`src/rtl/assert_macros.svh`:
```
// ----------------------------------------------------------------------------
// Assertion macros
// Concurrent assertion wrappers shared by the dispatch sequencer RTL.
// ----------------------------------------------------------------------------
`ifndef ASSERT_MACROS_SVH
`define ASSERT_MACROS_SVH

`ifndef NO_ASSERTIONS

// Clocked property, disabled while reset is asserted.
`define NDAS_ASSERT(lbl, clk, rst_n, prop, msg) \
  lbl: assert property (@(posedge clk) disable iff (!rst_n) prop) else $error(msg);

// Clocked property, checked through reset as well.
`define NDAS_ASSERT_ALWAYS(lbl, clk, prop, msg) \
  lbl: assert property (@(posedge clk) prop) else $error(msg);

`else

`define NDAS_ASSERT(lbl, clk, rst_n, prop, msg)
`define NDAS_ASSERT_ALWAYS(lbl, clk, prop, msg)

`endif

`endif

```
`src/rtl/ndas_pkg.sv`:
```
// ----------------------------------------------------------------------------
// ndas_pkg
// Types, widths and codes of the neuron dispatch address sequencer.
// ----------------------------------------------------------------------------
`default_nettype none

package ndas_pkg;

  localparam int unsigned AddrW       = 24;
  localparam int unsigned SizeW       = 11;
  localparam int unsigned CidW        = 4;
  localparam int unsigned DataW       = 32;
  localparam int unsigned LcW         = 3;
  localparam int unsigned NiW         = 10;
  localparam int unsigned LoadW       = 5;
  localparam int unsigned CmdW        = 2;
  localparam int unsigned KindW       = 2;
  localparam int unsigned CfgIdxW     = 3;
  localparam int unsigned NumSizes    = 7;
  localparam int unsigned MaxSize     = 1024;
  localparam int unsigned NumCoresDef = 4;

  // Command codes
  localparam logic [CmdW-1:0] CMD_START  = 2'd0;
  localparam logic [CmdW-1:0] CMD_TICK   = 2'd1;
  localparam logic [CmdW-1:0] CMD_FREE   = 2'd2;
  localparam logic [CmdW-1:0] CMD_RESULT = 2'd3;

  // Result kinds
  localparam logic [KindW-1:0] KIND_NONE  = 2'd0;
  localparam logic [KindW-1:0] KIND_LOAD  = 2'd1;
  localparam logic [KindW-1:0] KIND_WRITE = 2'd2;
  localparam logic [KindW-1:0] KIND_DONE  = 2'd3;

  // Configuration register indexes
  localparam logic [CfgIdxW-1:0] CFG_LAYER_COUNT = 3'd0;

  typedef struct packed {
    logic [CmdW-1:0]  cmd;
    logic [CidW-1:0]  core_id;
    logic [DataW-1:0] result_value;
  } in_item_t;

  typedef struct packed {
    logic [KindW-1:0] kind;
    logic [CidW-1:0]  target_core;
    logic [SizeW-1:0] data_count;
    logic [AddrW-1:0] weight_addr;
    logic [AddrW-1:0] value_addr;
    logic [AddrW-1:0] write_addr;
    logic [DataW-1:0] write_data;
  } out_item_t;

  // Control of the shared multiply-accumulate unit
  typedef struct packed {
    logic             clr;
    logic             mul;
    logic             acc;
    logic [AddrW-1:0] init;
    logic [SizeW-1:0] a;
    logic [SizeW-1:0] b;
  } mac_ctl_t;

  // Requests to the core pool
  typedef struct packed {
    logic             alloc;
    logic             rel;
    logic [CidW-1:0]  id;
    logic [AddrW-1:0] link;
  } pool_ctl_t;

  // Status from the core pool
  typedef struct packed {
    logic             has_free;
    logic [CidW-1:0]  pick;
    logic [LoadW-1:0] loaded;
    logic [AddrW-1:0] link_rd;
  } pool_sts_t;

  // Clamp a raw layer size into 1..MaxSize.
  function automatic logic [SizeW-1:0] sat_size(input logic [SizeW-1:0] raw);
    logic [SizeW-1:0] s;
    s = raw;
    if (raw == '0) begin
      s = SizeW'(1);
    end else if (raw > SizeW'(MaxSize)) begin
      s = SizeW'(MaxSize);
    end
    return s;
  endfunction

endpackage

`default_nettype wire

```
`src/rtl/neuron_dispatch_address_sequencer.sv`:
```
// ----------------------------------------------------------------------------
// neuron_dispatch_address_sequencer
// Hands out neurons of a layered network to compute cores and tracks results.
// ----------------------------------------------------------------------------
// Usage:
//   An item (item_i: cmd, core_id, result_value) is taken at a clock edge
//   where start_i is high and busy_o is low. Every item yields exactly one
//   result on result_o, marked by result_valid_o for a single cycle; the
//   receiver cannot hold it off.
//   Tick, core-free and core-result items take one cycle: the result shows
//   in the cycle after the item is taken, and busy_o stays low, so one of
//   these may be taken in every cycle.
//   A start item runs the layer-product sum through one shared multiplier
//   and accumulator, a product and an add per layer pair: busy_o is high
//   through the S_MUL and S_ADD states of each pair and the closing S_FIN
//   state, and its (empty) result shows in the first cycle with busy_o low again.
//   Configuration (cfg_we_i, cfg_idx_i, cfg_wdata_i) must be written only
//   while the block is idle; the block itself does not enforce this.
//   Reset clears all counters, pointers, core flags and result links, and
//   restores two layers of size one.
// ----------------------------------------------------------------------------
`default_nettype none

`include "assert_macros.svh"

module neuron_dispatch_address_sequencer import ndas_pkg::*; #(
  parameter int unsigned NumCores = NumCoresDef
) (
  input  wire logic               clk_i,
  input  wire logic               rst_ni,
  input  wire logic               start_i,
  output logic                    busy_o,
  input  wire in_item_t           item_i,
  output logic                    result_valid_o,
  output out_item_t               result_o,
  input  wire logic               cfg_we_i,
  input  wire logic [CfgIdxW-1:0] cfg_idx_i,
  input  wire logic [SizeW-1:0]   cfg_wdata_i
);

  localparam logic [1:0] S_IDLE = 2'd0;
  localparam logic [1:0] S_MUL  = 2'd1;
  localparam logic [1:0] S_ADD  = 2'd2;
  localparam logic [1:0] S_FIN  = 2'd3;

  logic [LcW-1:0]   layer_count_q;
  logic [SizeW-1:0] size_q [NumSizes];

  logic [1:0]       state_q, state_d;
  logic [LcW-1:0]   k_q, k_d;
  logic [LcW-1:0]   li_q, li_d;
  logic [NiW-1:0]   ni_q, ni_d;
  logic [AddrW-1:0] wp_q, wp_d;
  logic [AddrW-1:0] vp_q, vp_d;
  logic             running_q, running_d;
  out_item_t        res_q, res_d;
  logic             res_valid_q, res_valid_d;

  logic             accept;
  logic [LcW-1:0]   nl;
  logic [SizeW-1:0] cur;
  logic [SizeW-1:0] nxt;
  logic [AddrW-1:0] vp_cur;
  logic [NiW-1:0]   ni_inc;
  logic             cid_ok;
  logic [AddrW-1:0] acc;

  mac_ctl_t         mac_ctl;
  pool_ctl_t        pool_ctl;
  pool_sts_t        pool_sts;

  function automatic logic [SizeW-1:0] eff_size(input logic [LcW-1:0] k);
    logic [SizeW-1:0] s;
    s = SizeW'(1);
    if (k < LcW'(NumSizes)) begin
      s = sat_size(size_q[k]);
    end
    return s;
  endfunction

  // Configuration registers
  always_ff @(posedge clk_i or negedge rst_ni) begin
    if (!rst_ni) begin
      layer_count_q <= LcW'(2);
      for (int i = 0; i < NumSizes; i++) begin
        size_q[i] <= SizeW'(1);
      end
    end else if (cfg_we_i) begin
      if (cfg_idx_i == CFG_LAYER_COUNT) begin
        layer_count_q <= cfg_wdata_i[LcW-1:0];
      end else begin
        size_q[cfg_idx_i - CfgIdxW'(1)] <= cfg_wdata_i;
      end
    end
  end

  assign nl     = (layer_count_q < LcW'(2)) ? LcW'(2) : layer_count_q;
  assign busy_o = (state_q != S_IDLE);
  assign accept = start_i && !busy_o;
  assign cid_ok = ({1'b0, item_i.core_id} < (CidW + 1)'(NumCores));

  // Track size register writes as well as the layer index.
  always_comb begin
    cur = eff_size(li_q);
    nxt = eff_size(li_q + LcW'(1));
  end

  assign vp_cur = vp_q + AddrW'(cur);
  assign ni_inc = ni_q + NiW'(1);

  always_comb begin
    state_d     = state_q;
    k_d         = k_q;
    li_d        = li_q;
    ni_d        = ni_q;
    wp_d        = wp_q;
    vp_d        = vp_q;
    running_d   = running_q;
    res_d       = '0;
    res_valid_d = 1'b0;
    mac_ctl     = '0;
    pool_ctl    = '0;

    mac_ctl.init  = AddrW'(nl) + AddrW'(1);
    mac_ctl.a     = eff_size(k_q);
    mac_ctl.b     = eff_size(k_q + LcW'(1));
    pool_ctl.id   = item_i.core_id;
    pool_ctl.link = vp_cur + AddrW'(ni_q);

    unique case (state_q)
      S_IDLE: begin
        if (accept) begin
          case (item_i.cmd)
            CMD_START: begin
              mac_ctl.clr = 1'b1;
              k_d         = '0;
              state_d     = S_MUL;
            end
            CMD_TICK: begin
              res_valid_d = 1'b1;
              if (running_q) begin
                if (li_q >= nl - LcW'(1)) begin
                  if (pool_sts.loaded == '0) begin
                    res_d.kind       = KIND_DONE;
                    res_d.value_addr = vp_q;
                    running_d        = 1'b0;
                  end
                end else if (pool_sts.has_free) begin
                  pool_ctl.alloc    = 1'b1;
                  res_d.kind        = KIND_LOAD;
                  res_d.target_core = pool_sts.pick;
                  res_d.data_count  = cur;
                  res_d.weight_addr = wp_q;
                  res_d.value_addr  = vp_q;
                  wp_d              = wp_q + AddrW'(cur);
                  // Advance to the next layer once its last neuron is out.
                  if (ni_inc == nxt[NiW-1:0]) begin
                    vp_d = vp_cur;
                    ni_d = '0;
                    li_d = li_q + LcW'(1);
                  end else begin
                    ni_d = ni_inc;
                  end
                end
              end
            end
            CMD_FREE: begin
              res_valid_d  = 1'b1;
              pool_ctl.rel = cid_ok;
            end
            default: begin
              res_valid_d = 1'b1;
              if (cid_ok) begin
                res_d.kind       = KIND_WRITE;
                res_d.write_addr = pool_sts.link_rd;
                res_d.write_data = item_i.result_value;
              end
            end
          endcase
        end
      end
      S_MUL: begin
        mac_ctl.mul = 1'b1;
        state_d     = S_ADD;
      end
      S_ADD: begin
        mac_ctl.acc = 1'b1;
        if (k_q == nl - LcW'(2)) begin
          state_d = S_FIN;
        end else begin
          k_d     = k_q + LcW'(1);
          state_d = S_MUL;
        end
      end
      S_FIN: begin
        wp_d        = AddrW'(nl) + AddrW'(1);
        vp_d        = acc;
        li_d        = '0;
        ni_d        = '0;
        running_d   = 1'b1;
        res_valid_d = 1'b1;
        state_d     = S_IDLE;
      end
      default: begin
        state_d = S_IDLE;
      end
    endcase
  end

  always_ff @(posedge clk_i or negedge rst_ni) begin
    if (!rst_ni) begin
      state_q     <= S_IDLE;
      k_q         <= '0;
      li_q        <= '0;
      ni_q        <= '0;
      wp_q        <= '0;
      vp_q        <= '0;
      running_q   <= 1'b0;
      res_valid_q <= 1'b0;
    end else begin
      state_q     <= state_d;
      k_q         <= k_d;
      li_q        <= li_d;
      ni_q        <= ni_d;
      wp_q        <= wp_d;
      vp_q        <= vp_d;
      running_q   <= running_d;
      res_valid_q <= res_valid_d;
    end
  end

  always_ff @(posedge clk_i) begin
    res_q <= res_d;
  end

  ndas_mac u_mac (
    .clk_i  (clk_i),
    .rst_ni (rst_ni),
    .ctl_i  (mac_ctl),
    .acc_o  (acc)
  );

  ndas_core_pool #(
    .NumCores (NumCores)
  ) u_pool (
    .clk_i  (clk_i),
    .rst_ni (rst_ni),
    .ctl_i  (pool_ctl),
    .sts_o  (pool_sts)
  );

  assign result_valid_o = res_valid_q;
  assign result_o       = res_q;

  `NDAS_ASSERT(a_result_has_cause, clk_i, rst_ni,
    result_valid_o |-> $past(accept && item_i.cmd != CMD_START) || $past(state_q == S_FIN),
    "result strobe without a finished item")
  `NDAS_ASSERT(a_done_only_unloaded, clk_i, rst_ni,
    (result_valid_o && result_o.kind == KIND_DONE) |-> $past(pool_sts.loaded == '0),
    "done reported while cores are loaded")
  `NDAS_ASSERT(a_mul_then_add, clk_i, rst_ni,
    (state_q == S_MUL) |=> (state_q == S_ADD), "product not followed by accumulate")

endmodule

`default_nettype wire

```
`src/rtl/ndas_mac.sv`:
```
// ----------------------------------------------------------------------------
// ndas_mac
// Shared multiply-accumulate unit: one registered product, then one add.
// ----------------------------------------------------------------------------
`default_nettype none

module ndas_mac import ndas_pkg::*; (
  input  wire logic             clk_i,
  input  wire logic             rst_ni,
  input  wire mac_ctl_t         ctl_i,
  output logic [AddrW-1:0]      acc_o
);

  logic [2*SizeW-1:0] prod_q;
  logic [AddrW-1:0]   acc_q;

  always_ff @(posedge clk_i or negedge rst_ni) begin
    if (!rst_ni) begin
      prod_q <= '0;
      acc_q  <= '0;
    end else begin
      if (ctl_i.mul) begin
        prod_q <= ctl_i.a * ctl_i.b;
      end
      if (ctl_i.clr) begin
        acc_q <= ctl_i.init;
      end else if (ctl_i.acc) begin
        acc_q <= acc_q + AddrW'(prod_q);
      end
    end
  end

  assign acc_o = acc_q;

endmodule

`default_nettype wire

```
`src/rtl/ndas_core_pool.sv`:
```
// ----------------------------------------------------------------------------
// ndas_core_pool
// Busy flags, free-core pick, loaded count and result links of the cores.
// ----------------------------------------------------------------------------
`default_nettype none

`include "assert_macros.svh"

module ndas_core_pool import ndas_pkg::*; #(
  parameter int unsigned NumCores = NumCoresDef
) (
  input  wire logic      clk_i,
  input  wire logic      rst_ni,
  input  wire pool_ctl_t ctl_i,
  output pool_sts_t      sts_o
);

  localparam int unsigned CoreIdxW = (NumCores > 1) ? $clog2(NumCores) : 1;

  logic [NumCores-1:0] busy_q;
  logic [LoadW-1:0]    loaded_q;
  logic [AddrW-1:0]    link_q [NumCores];

  logic                has_free;
  logic [CidW-1:0]     pick;
  logic [CoreIdxW-1:0] pick_idx;
  logic [CoreIdxW-1:0] id_idx;

  // Highest-numbered free core wins.
  always_comb begin
    has_free = 1'b0;
    pick     = '0;
    for (int i = 0; i < NumCores; i++) begin
      if (!busy_q[i]) begin
        has_free = 1'b1;
        pick     = CidW'(i);
      end
    end
  end

  assign pick_idx = pick[CoreIdxW-1:0];
  assign id_idx   = ctl_i.id[CoreIdxW-1:0];

  always_ff @(posedge clk_i or negedge rst_ni) begin
    if (!rst_ni) begin
      busy_q   <= '0;
      loaded_q <= '0;
      for (int i = 0; i < NumCores; i++) begin
        link_q[i] <= '0;
      end
    end else begin
      if (ctl_i.alloc && has_free) begin
        busy_q[pick_idx] <= 1'b1;
        link_q[pick_idx] <= ctl_i.link;
        loaded_q         <= loaded_q + LoadW'(1);
      end else if (ctl_i.rel && busy_q[id_idx]) begin
        busy_q[id_idx] <= 1'b0;
        loaded_q       <= loaded_q - LoadW'(1);
      end
    end
  end

  assign sts_o.has_free = has_free;
  assign sts_o.pick     = pick;
  assign sts_o.loaded   = loaded_q;
  assign sts_o.link_rd  = link_q[id_idx];

  `NDAS_ASSERT(a_loaded_matches_busy, clk_i, rst_ni,
    loaded_q == LoadW'($countones(busy_q)), "loaded count differs from busy flags")
  `NDAS_ASSERT(a_alloc_has_free, clk_i, rst_ni,
    ctl_i.alloc |-> has_free, "core load requested with no free core")
  `NDAS_ASSERT(a_alloc_rel_excl, clk_i, rst_ni,
    !(ctl_i.alloc && ctl_i.rel), "load and release requested together")

endmodule

`default_nettype wire
```
`config.mk`:
```
export PLATFORM = sky130hd
export DESIGN_NAME = neuron_dispatch_address_sequencer
export DESIGN_NICKNAME = d
export VERILOG_FILES = /design/src/rtl/ndas_pkg.sv /design/src/rtl/neuron_dispatch_address_sequencer.sv /design/src/rtl/ndas_mac.sv /design/src/rtl/ndas_core_pool.sv
export VERILOG_INCLUDE_DIRS = /design/src /design/src/rtl
export SDC_FILE = /design/constraint.sdc
export NUM_CORES = 1
export LEC_CHECK = 0
export BUFFER_PORTS_ARGS = -buffer_cell sky130_fd_sc_hd__buf_4
export CORE_ASPECT_RATIO = 1.1
export CORE_MARGIN = 8
export CORE_UTILIZATION = 60
export DETAILED_ROUTE_END_ITERATION = 8
export GPL_TIMING_DRIVEN = 0
export PLACE_DENSITY = 0.79
export SKIP_LAST_GASP = 1
export SYNTH_ARGS = -nofsm -noshare
export SYNTH_HDL_FRONTEND = slang
export SYNTH_SLANG_ARGS = --single-unit
```
`constraint.sdc`:
```
create_clock -name clk_i -period 10.35 [get_ports clk_i]
set_input_delay 1.035 -clock clk_i [delete_from_list [all_inputs] [get_ports clk_i]]
set_output_delay 1.035 -clock clk_i [all_outputs]
set_load 0.01 [all_outputs]
```
==> flow_metrics.tcl <==
set metrics [dict create \
    yosys.cell_count.top_type "dfrtp_1" \
    clkPwrFrac 0.144 \
    fillCellCount 3373 \
    stdcell_count 3489 \
    pwr-share-seq 0.220 \
    worstPathRequired_ns 10.79 \
    power.total_mw 10.9 \
    cp_max_fo 10 \
    antenna_left 0 \
    via_per_inst 6.12 \
    synth.area.top_cells "dfrtp_1, dfxtp_1, fa_1" \
    grt_pass1_vias 21787 \
    ir_worst_vdd_uv 508 \
    setup_viol 0 \
    critical_path_arrival_ns 10.03 \
    drt_iter0_drc 1579 \
    maxSlewViolCount 0 \
    cts_buffer_depth 3 \
    layout.nets 3157 \
    cts-htree-levels 2 \
    dp_hpwl_um 57500 \
    hold_path.class "input pin to async pin" \
    async_flop_share 0.715 \
    ys_seq_area_frac 0.373 \
    fmax_ghz 0.104 \
    hold_viol 0 \
    grt_overflow 0 \
    outcome "completed" \
    syn_area_sq_um 26500 \
    cts_made_buffers 42 \
    ioPinCount 179 \
    antenna_found_initial 0 \
    setup.worst_path.start_class "flip-flop" \
    grtUsageTotal 0.290 \
    crit_type "flip-flop to flip-flop" \
    antennaDiodeCount 0 \
    p_per_area_nw_per_um2 362 \
    initial_utilization 0.609 \
    core-area_sq_um 43400 \
    drcViolationCount 0 \
    end_kind "flip-flop" \
    die-width_um 216 \
    routabilityCongestion 0.962 \
    hold-worst-slack_ns 0.419 \
    wl_per_cell_um 21.5 \
    synth-main-ff-cell "dfrtp_1" \
    port_buffers 176 \
    cts_setup_buffers 0 \
    r2r_cells 27 \
    p_leak_nw 13.7 \
    ctsRootBufferMaster "clkbuf_16" \
    ys_ff_latch 418 \
    ys_types 91 \
    drive_gt1_frac 0.180 \
    vias 21370 \
    fin_crit_ns 9.59 \
    switchingPower_mw 5.13 \
    die-area_sq_um 51100 \
    grt_max_degree 126 \
    pwr-share-comb 0.637 \
    rsz0062_at_grt "false" \
    drt-total-wl_um 74900 \
    syn_avg_cell_area_sq_um 9.96 \
    cts_tree "done" \
    max_cap_viol_count 0 \
    final_core_util 0.690 \
    post-route-period-util 0.926 \
    fin_worst_skew_ns 0.0239 \
    cts-resized-gates 0 \
    path_clk_slew_ns 0.06 \
    synth_common_cells "dfrtp_1, nand2_1, nor2_1, inv_1, mux2_2" \
    yosys_warnings 0 \
    slew_headroom 0.242 \
    synth_edf_count 0 \
    synth_cells 2658 \
    tightest_slew_ns 1.12 \
    intPower_mw 5.73 \
    grt_first_pass_wirelength_um 119000 \
    drt-pass1-iter-count 5 \
    setup-tns-final_ns 0 \
    rows 80 \
    p_sw_frac 0.472 \
    clock_latency_ns 0.58 \
    synth_top_area_share 0.275 \
    synth_top_cell_by_area "dfrtp_1" \
    die_h_um 236 \
    cts_sinks 418 \
    cts_hold_buffers 0 \
    synthToLayoutAreaGrowth_pct 13.3 \
    placedCellCount 3411 \
]
==> flip-flops by register name, summed over array words and instances, names as in the netlist, 2 cells and up <==
| name | flops |
|---|---|
| u_mac.acc_o | 24 |
| vp_q | 24 |
| u_mac.prod_q | 22 |
| u_pool.loaded_q | 5 |
| layer_count_q | 3 |
| state_q | 2 |
| k_q | 3 |
| u_pool.busy_q | 4 |
| u_pool.link_q | 96 |
| li_q | 3 |
| wp_q | 24 |
| size_q | 77 |
| result_o | 119 |
| ni_q | 10 |
==> area by class of cell <==
type                       instances  area [sq um]  area share
buffer                           133           564      0.0188
clock buffer                      54          1150      0.0383
clock inverter                    23           256     0.00856
inverter                         170           638      0.0213
multi-input combinational       1938         15400       0.513
sequential                       418          9870       0.329
tap                              574           718      0.0240
timing repair buffer             179          1390      0.0463
==> through the flow <==
stage	area, sq um	setup slack (ns)
2_1_floorplan	26500	2.41
3_3_place_gp	28500	1.11
3_5_place_dp	28600	1.05
4_1_cts	30000	1.01
5_1_grt	30000	0.303
6_report	30000	0.765
==> cells by family (layout without fill, tap and decap cells) <==
kind of cell / after synthesis / after routing / synth area share
compound gates: 473 / 473 / 0.115
buf+inv: 303 / 559 / 0.0454
simple gates: 865 / 865 / 0.158
other cells: 1 / 2 / 0.000142
fa+ha+maj: 219 / 219 / 0.128
flops: 418 / 418 / 0.373
xor+xnor: 89 / 89 / 0.0304
mux: 290 / 290 / 0.150
==> placed cells by master (no fill, tap or decap), types with 61 or more instances in the layout <==
cell      instances
dfrtp_1         291
nand2_1         279
nor2_1          202
buf_4           179
inv_1           166
mux2_2          146
o21ai_0         145
ha_1            134
dfxtp_1         119
a21oi_1         111
clkbuf_1        110
and2_1          105
fa_1             85
mux2i_1          72
mux4_2           67
xnor2_1          61
==> routing by layer <==
metal | wire (um) | part of all wire | track usage | up-vias
li1 | - | - | - | 9783
met1 | 29200 | 0.39 | 0.344 | 10504
met2 | 36400 | 0.49 | 0.497 | 872
met3 | 5320 | 0.071 | 0.0554 | 211
met4 | 4040 | 0.054 | 0.149 | 0
met5 | 0 | 0 | 0 | -
==> path summary, 6_finish.rpt <==
path                       slack [ns]                  to                from
setup reg to reg                 0.76    u_mac.prod_q[20]              k_q[0]
hold / removal                   0.42            wp_q[16]              rst_ni
setup / recovery                 0.76    u_mac.prod_q[20]              k_q[0]
max in group asynchronous        8.88   u_pool.link_q[45]              rst_ni
min in group clk_i               0.47  u_pool.loaded_q[4]  u_pool.loaded_q[4]
hold reg to reg                  0.47  u_pool.loaded_q[4]  u_pool.loaded_q[4]
==> power by group through the flow <==
stage               Sequential [mW]  Clock (mW)  Combinational (mW)
CTS                            2.37        1.59                6.88
detailed placement             2.40           0                6.81
finish                         2.38        1.56                6.92
floorplan                      2.27           0                5.20
global route                   2.42        1.65                7.75
global placement               2.37           0                6.63
==> worst max-delay path, cell delays in order (launching register included) <==
cell	delay (ns)
dfrtp_1	0.38
ha_1	0.27
clkbuf_1	0.40
clkbuf_1	0.69
nor3b_1	0.10
a21oi_1	0.15
nor2_1	0.05
a21oi_1	0.69
nand4_1	0.17
nor4bb_1	0.64
xnor2_1	0.35
or3_1	0.42
fa_1	0.51
inv_1	0.06
fa_1	0.42
fa_1	0.51
fa_1	0.50
inv_1	0.06
fa_1	0.52
inv_1	0.04
ha_1	0.24
a2111oi_0	0.65
o31a_1	0.30
o21ai_0	0.16
o41ai_1	0.50
o21ai_0	0.21
xor2_1	0.17
mux2_2	0.26
Power figures use the tool's default switching activity.
